==> src/rtl/pngenc_pkg.sv <==
// Shared types, constants and byte tables for the PNG RGBA8 stored-deflate encoder.
// No dependencies; the top module imports this package.
package pngenc_pkg;

   localparam int DIM_BITS = 14;
   localparam logic [14:0] DIM_MAX = 15'(1 << DIM_BITS);

   localparam logic [31:0] CRC_POLY = 32'hEDB88320;
   localparam logic [31:0] CRC_ONES = 32'hFFFFFFFF;
   localparam logic [16:0] ADLER_MOD = 17'd65521;
   localparam logic [15:0] BLOCK_MAX = 16'hFFFF;
   localparam logic [7:0]  IEND_CRC_LSB = 8'h82;

   // Last byte index of each emitted section
   localparam logic [5:0] START_LAST = 6'd42;
   localparam logic [5:0] HDR_LAST   = 6'd4;
   localparam logic [5:0] TRAIL_LAST = 6'd19;
   localparam logic [5:0] IHDR_CRC_LAST = 6'd32;

   localparam logic CSR_WIDTH  = 1'b0;
   localparam logic CSR_HEIGHT = 1'b1;

   typedef enum logic [2:0] {
      ST_IDLE,
      ST_START,
      ST_HDR,
      ST_FILT,
      ST_DATA,
      ST_TRAIL
   } enc_state_type;

   function automatic logic [31:0] crc_byte(input logic [31:0] c_in, input logic [7:0] b);
      logic [31:0] c;
      c = c_in ^ {24'd0, b};
      for (int k = 0; k < 8; k++) begin
         c = c[0] ? ((c >> 1) ^ CRC_POLY) : (c >> 1);
      end
      return c;
   endfunction

   // Signature, IHDR chunk, IDAT length and type, zlib header
   function automatic logic [7:0] start_byte(input logic [5:0] idx, input logic [14:0] w,
                                             input logic [14:0] h, input logic [31:0] crc,
                                             input logic [31:0] idat);
      logic [31:0] hc;
      logic [7:0]  b;
      hc = ~crc;
      case (idx)
         6'd0:  b = 8'h89;
         6'd1:  b = 8'h50;
         6'd2:  b = 8'h4E;
         6'd3:  b = 8'h47;
         6'd4:  b = 8'h0D;
         6'd5:  b = 8'h0A;
         6'd6:  b = 8'h1A;
         6'd7:  b = 8'h0A;
         6'd11: b = 8'h0D;
         6'd12: b = 8'h49;
         6'd13: b = 8'h48;
         6'd14: b = 8'h44;
         6'd15: b = 8'h52;
         6'd18: b = {1'b0, w[14:8]};
         6'd19: b = w[7:0];
         6'd22: b = {1'b0, h[14:8]};
         6'd23: b = h[7:0];
         6'd24: b = 8'h08;
         6'd25: b = 8'h06;
         6'd29: b = hc[31:24];
         6'd30: b = hc[23:16];
         6'd31: b = hc[15:8];
         6'd32: b = hc[7:0];
         6'd33: b = idat[31:24];
         6'd34: b = idat[23:16];
         6'd35: b = idat[15:8];
         6'd36: b = idat[7:0];
         6'd37: b = 8'h49;
         6'd38: b = 8'h44;
         6'd39: b = 8'h41;
         6'd40: b = 8'h54;
         6'd41: b = 8'h78;
         6'd42: b = 8'h01;
         default: b = 8'h00;
      endcase
      return b;
   endfunction

   // Adler-32, IDAT CRC, IEND chunk
   function automatic logic [7:0] trail_byte(input logic [5:0] idx, input logic [31:0] adler,
                                             input logic [31:0] crc);
      logic [31:0] dc;
      logic [7:0]  b;
      dc = ~crc;
      case (idx)
         6'd0:  b = adler[31:24];
         6'd1:  b = adler[23:16];
         6'd2:  b = adler[15:8];
         6'd3:  b = adler[7:0];
         6'd4:  b = dc[31:24];
         6'd5:  b = dc[23:16];
         6'd6:  b = dc[15:8];
         6'd7:  b = dc[7:0];
         6'd12: b = 8'h49;
         6'd13: b = 8'h45;
         6'd14: b = 8'h4E;
         6'd15: b = 8'h44;
         6'd16: b = 8'hAE;
         6'd17: b = 8'h42;
         6'd18: b = 8'h60;
         6'd19: b = IEND_CRC_LSB;
         default: b = 8'h00;
      endcase
      return b;
   endfunction

endpackage

==> src/rtl/pngenc_req_if.sv <==
// Input channel: one raw image byte per item, valid/ready handshake.
// Standalone; no package dependency.
interface pngenc_req_if;
   logic       valid;
   logic       ready;
   logic [7:0] data_byte;

   modport source (output valid, output data_byte, input ready);
   modport sink   (input valid, input data_byte, output ready);
endinterface

==> src/rtl/pngenc_rsp_if.sv <==
// Output channel: one PNG file byte per item with an end-of-file flag.
// Standalone; no package dependency.
interface pngenc_rsp_if;
   logic       valid;
   logic       ready;
   logic [7:0] out_byte;
   logic       file_end;

   modport source (output valid, output out_byte, output file_end, input ready);
   modport sink   (input valid, input out_byte, input file_end, output ready);
endinterface

==> src/rtl/png_rgba8_stored_encoder_top.sv <==
// Top level of the streaming PNG encoder (RGBA8, stored deflate blocks).
// Depends on pngenc_pkg, pngenc_req_if and pngenc_rsp_if.
//
//   channel    dir  handshake              payload
//   req_chan   in   valid/ready            data_byte[7:0]
//   rsp_chan   out  valid/ready            out_byte[7:0], file_end
//   csr_*      in   csr_we (no back-press) csr_index[0], csr_wdata[14:0]
//
// Every file byte leaves at one per cycle while rsp_chan is not stalled, from a
// single output register. An item makes one plain image byte, plus a row filter
// byte at a row start, 5 bytes per stored-block header, 43 bytes of file head on
// the first item and 20 bytes of trailer on the last, in the emit sequencer's order.
// The next item is taken in the cycle its predecessor's last byte is emitted.
// Reset is synchronous; width and height return to 1 and req_chan.ready stays low.
// A stalled rsp_chan holds the output register and the sequencer; outside idle,
// req_chan.ready drops with it. Register writes are dropped while a file is open.
module png_rgba8_stored_encoder_top (
   input  logic                  clock,
   input  logic                  reset,
   pngenc_req_if.sink            req_chan,
   pngenc_rsp_if.source          rsp_chan,
   input  logic                  csr_we,
   input  logic                  csr_index,
   input  logic [14:0]           csr_wdata
);
   import pngenc_pkg::*;

   // configuration
   logic [14:0] width_ff, height_ff;
   logic [14:0] csr_clamped;

   // file state
   logic        active_ff, active_in;
   logic [16:0] col_ff, col_in;
   logic [14:0] row_ff, row_in;
   logic [15:0] blk_ff, blk_in;
   logic [30:0] scan_ff, scan_in;
   logic [15:0] alo_ff, alo_in, ahi_ff, ahi_in;
   logic [31:0] crc_ff, crc_in;

   // size pipeline, refreshed every cycle from the registers
   logic [30:0] total_ff;
   logic [16:0] blocks_ff;
   logic [31:0] idat_ff;
   logic [31:0] blk_y;
   logic [16:0] blk_s;
   logic [1:0]  blk_q;

   // sequencer
   enc_state_type st_ff, st_in;
   logic [5:0]  idx_ff, idx_in;
   logic        filt_ff, filt_in;
   logic [7:0]  item_ff, item_in;

   // output register
   logic        rsp_vld_ff, rsp_vld_in;
   logic [7:0]  rsp_byte_ff, rsp_byte_in;
   logic        rsp_end_ff, rsp_end_in;

   logic        adv, emit, last, accept;
   logic [7:0]  emit_byte;
   logic        emit_end;
   logic        scan_step;
   logic [7:0]  scan_val;
   logic [15:0] hdr_len;
   logic [16:0] col_inc;
   logic [14:0] row_inc;
   logic [16:0] lo_sum, lo_mod, hi_sum, hi_mod;

   assign adv    = !rsp_vld_ff || rsp_chan.ready;
   assign emit   = (st_ff != ST_IDLE) && adv;
   assign req_chan.ready = !reset && ((st_ff == ST_IDLE) || last);
   assign accept = req_chan.valid && req_chan.ready;
   assign item_in = accept ? req_chan.data_byte : item_ff;

   assign rsp_chan.valid    = rsp_vld_ff;
   assign rsp_chan.out_byte = rsp_byte_ff;
   assign rsp_chan.file_end = rsp_end_ff;

   assign hdr_len = (scan_ff > 31'(BLOCK_MAX)) ? BLOCK_MAX : scan_ff[15:0];
   assign col_inc = col_ff + 17'd1;
   assign row_inc = row_ff + 15'd1;

   // Adler update for one scanline byte: add, then fold back below the modulus
   assign lo_sum = {1'b0, alo_ff} + {9'd0, scan_val};
   assign lo_mod = (lo_sum >= ADLER_MOD) ? (lo_sum - ADLER_MOD) : lo_sum;
   assign hi_sum = {1'b0, ahi_ff} + lo_mod;
   assign hi_mod = (hi_sum >= ADLER_MOD) ? (hi_sum - ADLER_MOD) : hi_sum;

   // Clamp a dimension write into 1..DIM_MAX
   assign csr_clamped = (csr_wdata == 15'd0) ? 15'd1 :
                        (csr_wdata > DIM_MAX) ? DIM_MAX : csr_wdata;

   // ceil(total / 65535): split y = a*65536 + r = a*65535 + (a + r)
   assign blk_y = {1'b0, total_ff} + 32'd65534;
   assign blk_s = {1'b0, blk_y[31:16]} + {1'b0, blk_y[15:0]};
   assign blk_q = (blk_s >= 17'd131070) ? 2'd2 : (blk_s >= 17'd65535) ? 2'd1 : 2'd0;

   // Byte generation and file state updates
   always_comb begin
      active_in = active_ff;
      col_in    = col_ff;
      row_in    = row_ff;
      blk_in    = blk_ff;
      scan_in   = scan_ff;
      alo_in    = alo_ff;
      ahi_in    = ahi_ff;
      crc_in    = crc_ff;
      emit_byte = 8'h00;
      emit_end  = 1'b0;
      last      = 1'b0;
      scan_step = 1'b0;
      scan_val  = 8'h00;
      if (emit) begin
         case (st_ff)
            ST_START: begin
               emit_byte = start_byte(idx_ff, width_ff, height_ff, crc_ff, idat_ff);
               // IHDR type+payload and IDAT type+zlib header feed the CRC
               if ((idx_ff >= 6'd12 && idx_ff <= 6'd28) || idx_ff >= 6'd37) begin
                  crc_in = crc_byte(crc_ff, emit_byte);
               end
               if (idx_ff == IHDR_CRC_LAST) begin
                  crc_in = CRC_ONES;
               end
               if (idx_ff == START_LAST) begin
                  scan_in   = total_ff;
                  active_in = 1'b1;
               end
            end
            ST_HDR: begin
               case (idx_ff)
                  6'd0:    emit_byte = (scan_ff <= 31'(BLOCK_MAX)) ? 8'h01 : 8'h00;
                  6'd1:    emit_byte = hdr_len[7:0];
                  6'd2:    emit_byte = hdr_len[15:8];
                  6'd3:    emit_byte = ~hdr_len[7:0];
                  default: emit_byte = ~hdr_len[15:8];
               endcase
               crc_in = crc_byte(crc_ff, emit_byte);
               if (idx_ff == HDR_LAST) begin
                  blk_in = hdr_len;
               end
            end
            ST_FILT: begin
               scan_step = 1'b1;
            end
            ST_DATA: begin
               scan_step = 1'b1;
               scan_val  = item_ff;
               if (col_inc >= {width_ff, 2'b00}) begin
                  col_in = 17'd0;
                  row_in = row_inc;
                  last   = (row_inc < height_ff);
               end else begin
                  col_in = col_inc;
                  last   = 1'b1;
               end
            end
            ST_TRAIL: begin
               emit_byte = trail_byte(idx_ff, {ahi_ff, alo_ff}, crc_ff);
               if (idx_ff < 6'd4) begin
                  crc_in = crc_byte(crc_ff, emit_byte);
               end
               if (idx_ff == TRAIL_LAST) begin
                  // drop back to idle with the file state cleared
                  emit_end  = 1'b1;
                  last      = 1'b1;
                  active_in = 1'b0;
                  col_in    = 17'd0;
                  row_in    = 15'd0;
                  blk_in    = 16'd0;
                  scan_in   = 31'd0;
                  alo_in    = 16'd1;
                  ahi_in    = 16'd0;
                  crc_in    = CRC_ONES;
               end
            end
            default: begin
               emit_byte = 8'h00;
            end
         endcase
         if (scan_step) begin
            emit_byte = scan_val;
            crc_in    = crc_byte(crc_ff, scan_val);
            alo_in    = lo_mod[15:0];
            ahi_in    = hi_mod[15:0];
            blk_in    = (blk_ff != 16'd0) ? (blk_ff - 16'd1) : blk_ff;
            scan_in   = (scan_ff != 31'd0) ? (scan_ff - 31'd1) : scan_ff;
         end
      end
   end

   // Output register: load on emit, clear when taken
   always_comb begin
      rsp_vld_in  = rsp_vld_ff;
      rsp_byte_in = rsp_byte_ff;
      rsp_end_in  = rsp_end_ff;
      if (emit) begin
         rsp_vld_in  = 1'b1;
         rsp_byte_in = emit_byte;
         rsp_end_in  = emit_end;
      end else if (rsp_chan.ready) begin
         rsp_vld_in = 1'b0;
      end
   end

   // Next state of the sequencer
   always_comb begin
      st_in   = st_ff;
      idx_in  = idx_ff;
      filt_in = filt_ff;
      if (emit) begin
         idx_in = idx_ff + 6'd1;
         case (st_ff)
            ST_START: begin
               if (idx_ff == START_LAST) begin
                  st_in  = ST_HDR;
                  idx_in = 6'd0;
               end
            end
            ST_HDR: begin
               if (idx_ff == HDR_LAST) begin
                  st_in  = filt_ff ? ST_FILT : ST_DATA;
                  idx_in = 6'd0;
               end
            end
            ST_FILT: begin
               filt_in = 1'b0;
               st_in   = (blk_in == 16'd0) ? ST_HDR : ST_DATA;
               idx_in  = 6'd0;
            end
            ST_DATA: begin
               if (!last) begin
                  st_in  = ST_TRAIL;
                  idx_in = 6'd0;
               end
            end
            ST_TRAIL: begin
               idx_in = idx_ff + 6'd1;
            end
            default: begin
               st_in = ST_IDLE;
            end
         endcase
      end
      // Dispatch a new item from the state its predecessor leaves behind
      if (accept) begin
         idx_in = 6'd0;
         if (!active_in) begin
            st_in   = ST_START;
            filt_in = 1'b1;
         end else begin
            filt_in = (col_in == 17'd0);
            st_in   = (blk_in == 16'd0) ? ST_HDR :
                      (col_in == 17'd0) ? ST_FILT : ST_DATA;
         end
      end else if (last) begin
         st_in = ST_IDLE;
      end
   end

   always_ff @(posedge clock) begin
      if (reset) begin
         width_ff   <= 15'd1;
         height_ff  <= 15'd1;
         active_ff  <= 1'b0;
         col_ff     <= 17'd0;
         row_ff     <= 15'd0;
         blk_ff     <= 16'd0;
         scan_ff    <= 31'd0;
         alo_ff     <= 16'd1;
         ahi_ff     <= 16'd0;
         crc_ff     <= CRC_ONES;
         st_ff      <= ST_IDLE;
         idx_ff     <= 6'd0;
         filt_ff    <= 1'b0;
         rsp_vld_ff <= 1'b0;
      end else begin
         // hold configuration from the first item of a file to its last byte
         if (csr_we && !active_ff && (st_ff == ST_IDLE)) begin
            case (csr_index)
               CSR_WIDTH:  width_ff  <= csr_clamped;
               CSR_HEIGHT: height_ff <= csr_clamped;
               default:    width_ff  <= width_ff;
            endcase
         end
         active_ff  <= active_in;
         col_ff     <= col_in;
         row_ff     <= row_in;
         blk_ff     <= blk_in;
         scan_ff    <= scan_in;
         alo_ff     <= alo_in;
         ahi_ff     <= ahi_in;
         crc_ff     <= crc_in;
         st_ff      <= st_in;
         idx_ff     <= idx_in;
         filt_ff    <= filt_in;
         rsp_vld_ff <= rsp_vld_in;
      end
   end

   always_ff @(posedge clock) begin
      item_ff     <= item_in;
      rsp_byte_ff <= rsp_byte_in;
      rsp_end_ff  <= rsp_end_in;
      // total scanline bytes, block count, IDAT payload length
      total_ff    <= 31'({17'd0, height_ff} * ({15'd0, width_ff, 2'b00} + 32'd1));
      blocks_ff   <= {1'b0, blk_y[31:16]} + {15'd0, blk_q};
      idat_ff     <= 32'd6 + {13'd0, blocks_ff, 2'b00} + {15'd0, blocks_ff}
                     + {1'b0, total_ff};
   end

`ifndef ASSERT_OFF
   a_end_byte: assert property (@(posedge clock) disable iff (reset)
      rsp_vld_ff && rsp_end_ff |-> rsp_byte_ff == IEND_CRC_LSB)
      else $error("file end flag on a byte other than the IEND CRC tail");

   a_crc_cleared: assert property (@(posedge clock) disable iff (reset)
      $fell(active_ff) |-> crc_ff == CRC_ONES && alo_ff == 16'd1 && ahi_ff == 16'd0)
      else $error("checksums not cleared at file end");

   a_idle_counts: assert property (@(posedge clock) disable iff (reset)
      !active_ff |-> col_ff == 17'd0 && row_ff == 15'd0)
      else $error("row or column count left over outside a file");

   a_block_in_scan: assert property (@(posedge clock) disable iff (reset)
      {15'd0, blk_ff} <= scan_ff)
      else $error("stored block runs past the scanline data");
`endif

endmodule
==> src/flat_wrapper.sv <==
// flat-port wrapper written by rule: the top's interface ports become plain ports
module png_rgba8_stored_encoder_top_flat import pngenc_pkg::*;
  (clock, reset, csr_we, csr_index, csr_wdata, req_chan_valid, req_chan_data_byte, req_chan_ready, rsp_chan_valid, rsp_chan_out_byte, rsp_chan_file_end, rsp_chan_ready);
  pngenc_req_if req_chan_i ();
  pngenc_rsp_if rsp_chan_i ();
  input  logic clock;
  input  logic reset;
  input  logic csr_we;
  input  logic csr_index;
  input  logic [14:0] csr_wdata;
  input wire logic [$bits(req_chan_i.valid)-1:0] req_chan_valid;
  input wire logic [$bits(req_chan_i.data_byte)-1:0] req_chan_data_byte;
  output wire logic [$bits(req_chan_i.ready)-1:0] req_chan_ready;
  output wire logic [$bits(rsp_chan_i.valid)-1:0] rsp_chan_valid;
  output wire logic [$bits(rsp_chan_i.out_byte)-1:0] rsp_chan_out_byte;
  output wire logic [$bits(rsp_chan_i.file_end)-1:0] rsp_chan_file_end;
  input wire logic [$bits(rsp_chan_i.ready)-1:0] rsp_chan_ready;
  assign req_chan_i.valid = req_chan_valid;
  assign req_chan_i.data_byte = req_chan_data_byte;
  assign req_chan_ready = req_chan_i.ready;
  assign rsp_chan_valid = rsp_chan_i.valid;
  assign rsp_chan_out_byte = rsp_chan_i.out_byte;
  assign rsp_chan_file_end = rsp_chan_i.file_end;
  assign rsp_chan_i.ready = rsp_chan_ready;
  png_rgba8_stored_encoder_top u_core (.clock(clock), .reset(reset), .req_chan(req_chan_i), .rsp_chan(rsp_chan_i), .csr_we(csr_we), .csr_index(csr_index), .csr_wdata(csr_wdata));
endmodule
==> config.mk <==
export PLATFORM = sky130hd
export DESIGN_NAME = png_rgba8_stored_encoder_top_flat
export DESIGN_NICKNAME = d
export VERILOG_FILES = /design/src/rtl/pngenc_pkg.sv /design/src/rtl/pngenc_req_if.sv /design/src/rtl/pngenc_rsp_if.sv /design/src/rtl/png_rgba8_stored_encoder_top.sv /design/src/flat_wrapper.sv
export SDC_FILE = /design/constraint.sdc
export NUM_CORES = 2
export LEC_CHECK = 0
export ABC_AREA = 1
export BUFFER_PORTS_ARGS = -buffer_cell sky130_fd_sc_hd__buf_2
export CORE_ASPECT_RATIO = 2
export CORE_UTILIZATION = 65
export CTS_BUF_LIST = sky130_fd_sc_hd__clkbuf_4 sky130_fd_sc_hd__clkbuf_8 sky130_fd_sc_hd__clkbuf_16
export DETAILED_ROUTE_END_ITERATION = 10
export PLACE_DENSITY = 0.82
export SYNTH_ARGS = -nofsm -noshare
export SYNTH_HDL_FRONTEND = slang
export SYNTH_SLANG_ARGS = --single-unit
==> constraint.sdc <==
create_clock -name clock -period 9.6 [get_ports clock]
set_input_delay 1.92 -clock clock [delete_from_list [all_inputs] [get_ports clock]]
set_output_delay 1.92 -clock clock [all_outputs]
set_load 0.01 [all_outputs]
==> summary.txt <==
Logic synthesis
  – Yosys warnings: 0
  – Top_reg_cell synth: dfxtp_1
  – Post-synth EDFFs: 17
  – Sequential-to-total area share from yosys stat: 0.176
  – Synth Net Count: 5509
  – Synth Instances: 5069
  – Async set-or-reset flop fraction in the synthesized netlist: 0
  – Flops & latches, synth: 282
  – Post-synth cell types: 62
  – Syn Std Cell Area: 0.0330 mm2
  – Avg Inst Size Synth: 6.51 um2

Global routing
  – GRT Resource Usage Total: 0.562
  – Largest net degree at the start of global routing: 81
  – Antenna violations before repair: 13
  – First-pass GRT wire length: 216000 um
  – Vias in the first global route: 36700
  – Gr ovfl total: 0

Worst setup path
  – CP peak stage delay: 0.43 ns
  – Max stage delay cell, worst path: fa_1
  – Startpoint class of the critical path: input pin
  – WP data arrival: 8.40 ns
  – Setup crit end kind: flop
  – Crit-path max FO: 25
  – WP data required: 10.09 ns
  – Worst path most repeated cell: nand3_1
  – Critical path class: in2reg

Layout
  – Nets: 5444
  – Most frequent cells in the layout: nand2_1 (1422), inv_1 (771), nor2_1 (386), nand3_1 (332), a21oi_1 (294)
  – Layout cell share with drive strength beyond 1: 0.0446
  – Layout area overhead: 4.73%
  – Commonest non-fill, non-tap cell in the layout: nand2_1

Status
  – Outcome: finished clean

Clock tree
  – CTS Hold Buffers Added: 0
  – Post-CTS setup buffers: 0
  – Clk_lat worst skew: 0.66 ns
  – Clock slew at reported path FFs: 0.08 ns
  – CTS HTree Levels: 1
  – Clk buf depth: 3
  – Post-CTS Resized: 0
  – Clock root buffer: clkbuf_16
  – CTS tree: built
  – Clock buffer count from CTS: 27
  – Num Clock Sinks: 282

Pwr
  – Gate power share: 0.773
  – Sequential power share: 0.145
  – Cell internal pwr: 5.39 mW
  – Net Sw Power: 9.22 mW
  – Pleak: 18.1 nW
  – Total power: 14.6 mW
  – Net Sw Frac: 0.631
  – Pwr/cell area: 423 mW/mm2
  – Clock share of power: 0.083
  – Worst vdd ir: 0.000676 V

Drt
  – DRC: 0
  – Routed wire length: 140000 um
  – Vias: 36200
  – Final antenna-violating net count: 0
  – Initial DRC count: 4198
  – DR vias/cell: 6.38
  – First drt pass iteration count: 9
  – DR WL/cell: 24.7 um

Timing
  – Minimum clock period: 7.91 ns
  – Setup tns final: 0 ns
  – Layout Skew: 0.0259 ns
  – Fmax: 0.126 GHz
  – Final hold vios: 0
  – Slew Limit Fails: 0
  – Hold Slack: 0.485 ns
  – RSZ-0062 raised after global routing: false
  – Least-Margin Pin Slew: 1.27 ns
  – Final worst path period share: 0.824
  – Slew headroom: 0.150
  – Final Setup Violations: 0

Floorplan
  – Core area: 0.0501 mm2
  – Die Width: 161 um
  – Initial Util: 0.659
  – IO Pins: 40
  – Die Span Y: 321 um
  – Die area: 0.0518 mm2
  – Site Rows: 116

Place
  – RePlAce Congestion: 1.12
  – Buffers on Ports: 39
  – DPL Wire Length: 105000 um

Job
  – Number of max-cap violations: 0

Min path
  – Worst min path class: reg2reg
## registers in the layout, summed over array words and instances, names as in the netlist
register,count
u_core.idat_ff,32
u_core.st_ff,3
u_core.rsp_chan.valid,1
u_core.idx_ff,6
u_core.blocks_ff,17
u_core.blk_ff,16
u_core.height_ff,15
u_core.crc_ff,32
u_core.width_ff,15
u_core.rsp_chan.file_end,1
u_core.item_ff,8
u_core.filt_ff,1
u_core.total_ff,31
u_core.ahi_ff,16
u_core.row_ff,15
u_core.col_ff,17
u_core.scan_ff,31
u_core.rsp_chan.out_byte,8
u_core.alo_ff,16
u_core.active_ff,1
## power by group through the flow
stage                     clock (mW)  sequential (mW)  combinational [mW]
after floorplan                    0             1.76                7.68
after global placement             0             2.06                10.4
after detailed placement           0             2.07                10.6
after CTS                       1.18             2.04                10.6
after global routing            1.24             2.10                12.2
final                           1.21             2.11                11.3
## cell families (layout without fill, tap and decap cells)
kind of cell / Yosys count / in the layout / share of synthesized area
other: 1 / 8 / 0.000114
AND/OR/NAND/NOR: 2358 / 2358 / 0.297
AO/OA/AOI/OAI: 708 / 708 / 0.121
flip-flops: 282 / 282 / 0.176
adder cells (fa/ha/maj): 411 / 411 / 0.201
XOR/XNOR: 333 / 333 / 0.0910
buffers and inverters: 973 / 928 / 0.113
multiplexers: 3 / 3 / 0.000910
## per-layer routing
metal | vias to the layer above | share of wire | track usage
met4 | 12 | 0.15 | 0.643
met2 | 2543 | 0.46 | 0.887
met1 | 16400 | 0.28 | 0.496
met5 | - | 0.00054 | 0.0116
met3 | 1343 | 0.11 | 0.249
li1 | 15900 | - | -
## synthesized netlist by cell type (17+ instances only)
cell / instances / share of area
nand3_1: 332 / 0.050
nor4_1: 20 / 0.0038
o211ai_1: 45 / 0.010
nor2_1: 389 / 0.044
dfxtp_1: 265 / 0.16
nand2_2: 30 / 0.0057
o21ai_0: 225 / 0.034
a21oi_1: 294 / 0.045
clkbuf_1: 138 / 0.016
nand4_1: 69 / 0.013
xnor2_1: 54 / 0.014
inv_1: 772 / 0.088
edfxtp_1: 17 / 0.015
ha_1: 213 / 0.081
nand2_1: 1422 / 0.16
xor2_1: 269 / 0.071
fa_1: 198 / 0.12
nor3_1: 49 / 0.0074
inv_2: 17 / 0.0019
a211oi_1: 32 / 0.0073
## metrics by stage
| step | cell area [um2] | instances | setup slack, ns | utilization |
|---|---|---|---|---|
| finish | 34600 | 5680 | 1.69 | 0.691 |
| global route | 34600 | 5676 | 1.26 | 0.690 |
| CTS | 34600 | 5673 | 1.88 | 0.690 |
| detailed placement | 33600 | 5624 | 1.25 | 0.672 |
| global placement | 33600 | 5624 | 1.41 | 0.672 |
| floorplan | 33000 | 5069 | 2.53 | - |
## worst paths after layout
path / from / cells past startpoint / slack, ns / end
setup / recovery: rsp_chan_ready / 39 / 1.69 / u_core.ahi_ff[6]$_SDFFE_PP0P_
hold / removal: u_core.row_ff[14]$_SDFFE_PP0P_ / 2 / 0.49 / u_core.row_ff[14]$_SDFFE_PP0P_
setup reg to reg: u_core.st_ff[2]$_SDFFE_PP0P_ / 40 / 2.00 / u_core.ahi_ff[6]$_SDFFE_PP0P_
hold reg to reg: u_core.row_ff[14]$_SDFFE_PP0P_ / 2 / 0.49 / u_core.row_ff[14]$_SDFFE_PP0P_
## cell type report
| class | instances | area, um2 |
|---|---|---|
| antenna | 7 | 17.5 |
| inverter | 798 | 3000 |
| clock inverter | 21 | 243 |
| sequential | 282 | 5820 |
| tap | 649 | 812 |
| clock buffer | 28 | 689 |
| timing repair buffer | 81 | 513 |
| fill | 4303 | 15500 |
| multi-input combinational | 3814 | 23500 |
## worst max-delay path: cells and delay by family
family | cells | cell delay [ns]
adder cells (fa/ha/maj) | 3 | 1.00
buffers and inverters | 6 | 0.97
AO/OA/AOI/OAI | 1 | 0.07
XOR/XNOR | 2 | 0.43
AND/OR/NAND/NOR | 27 | 3.96
No activity file was read; power rests on OpenSTA's default activity.
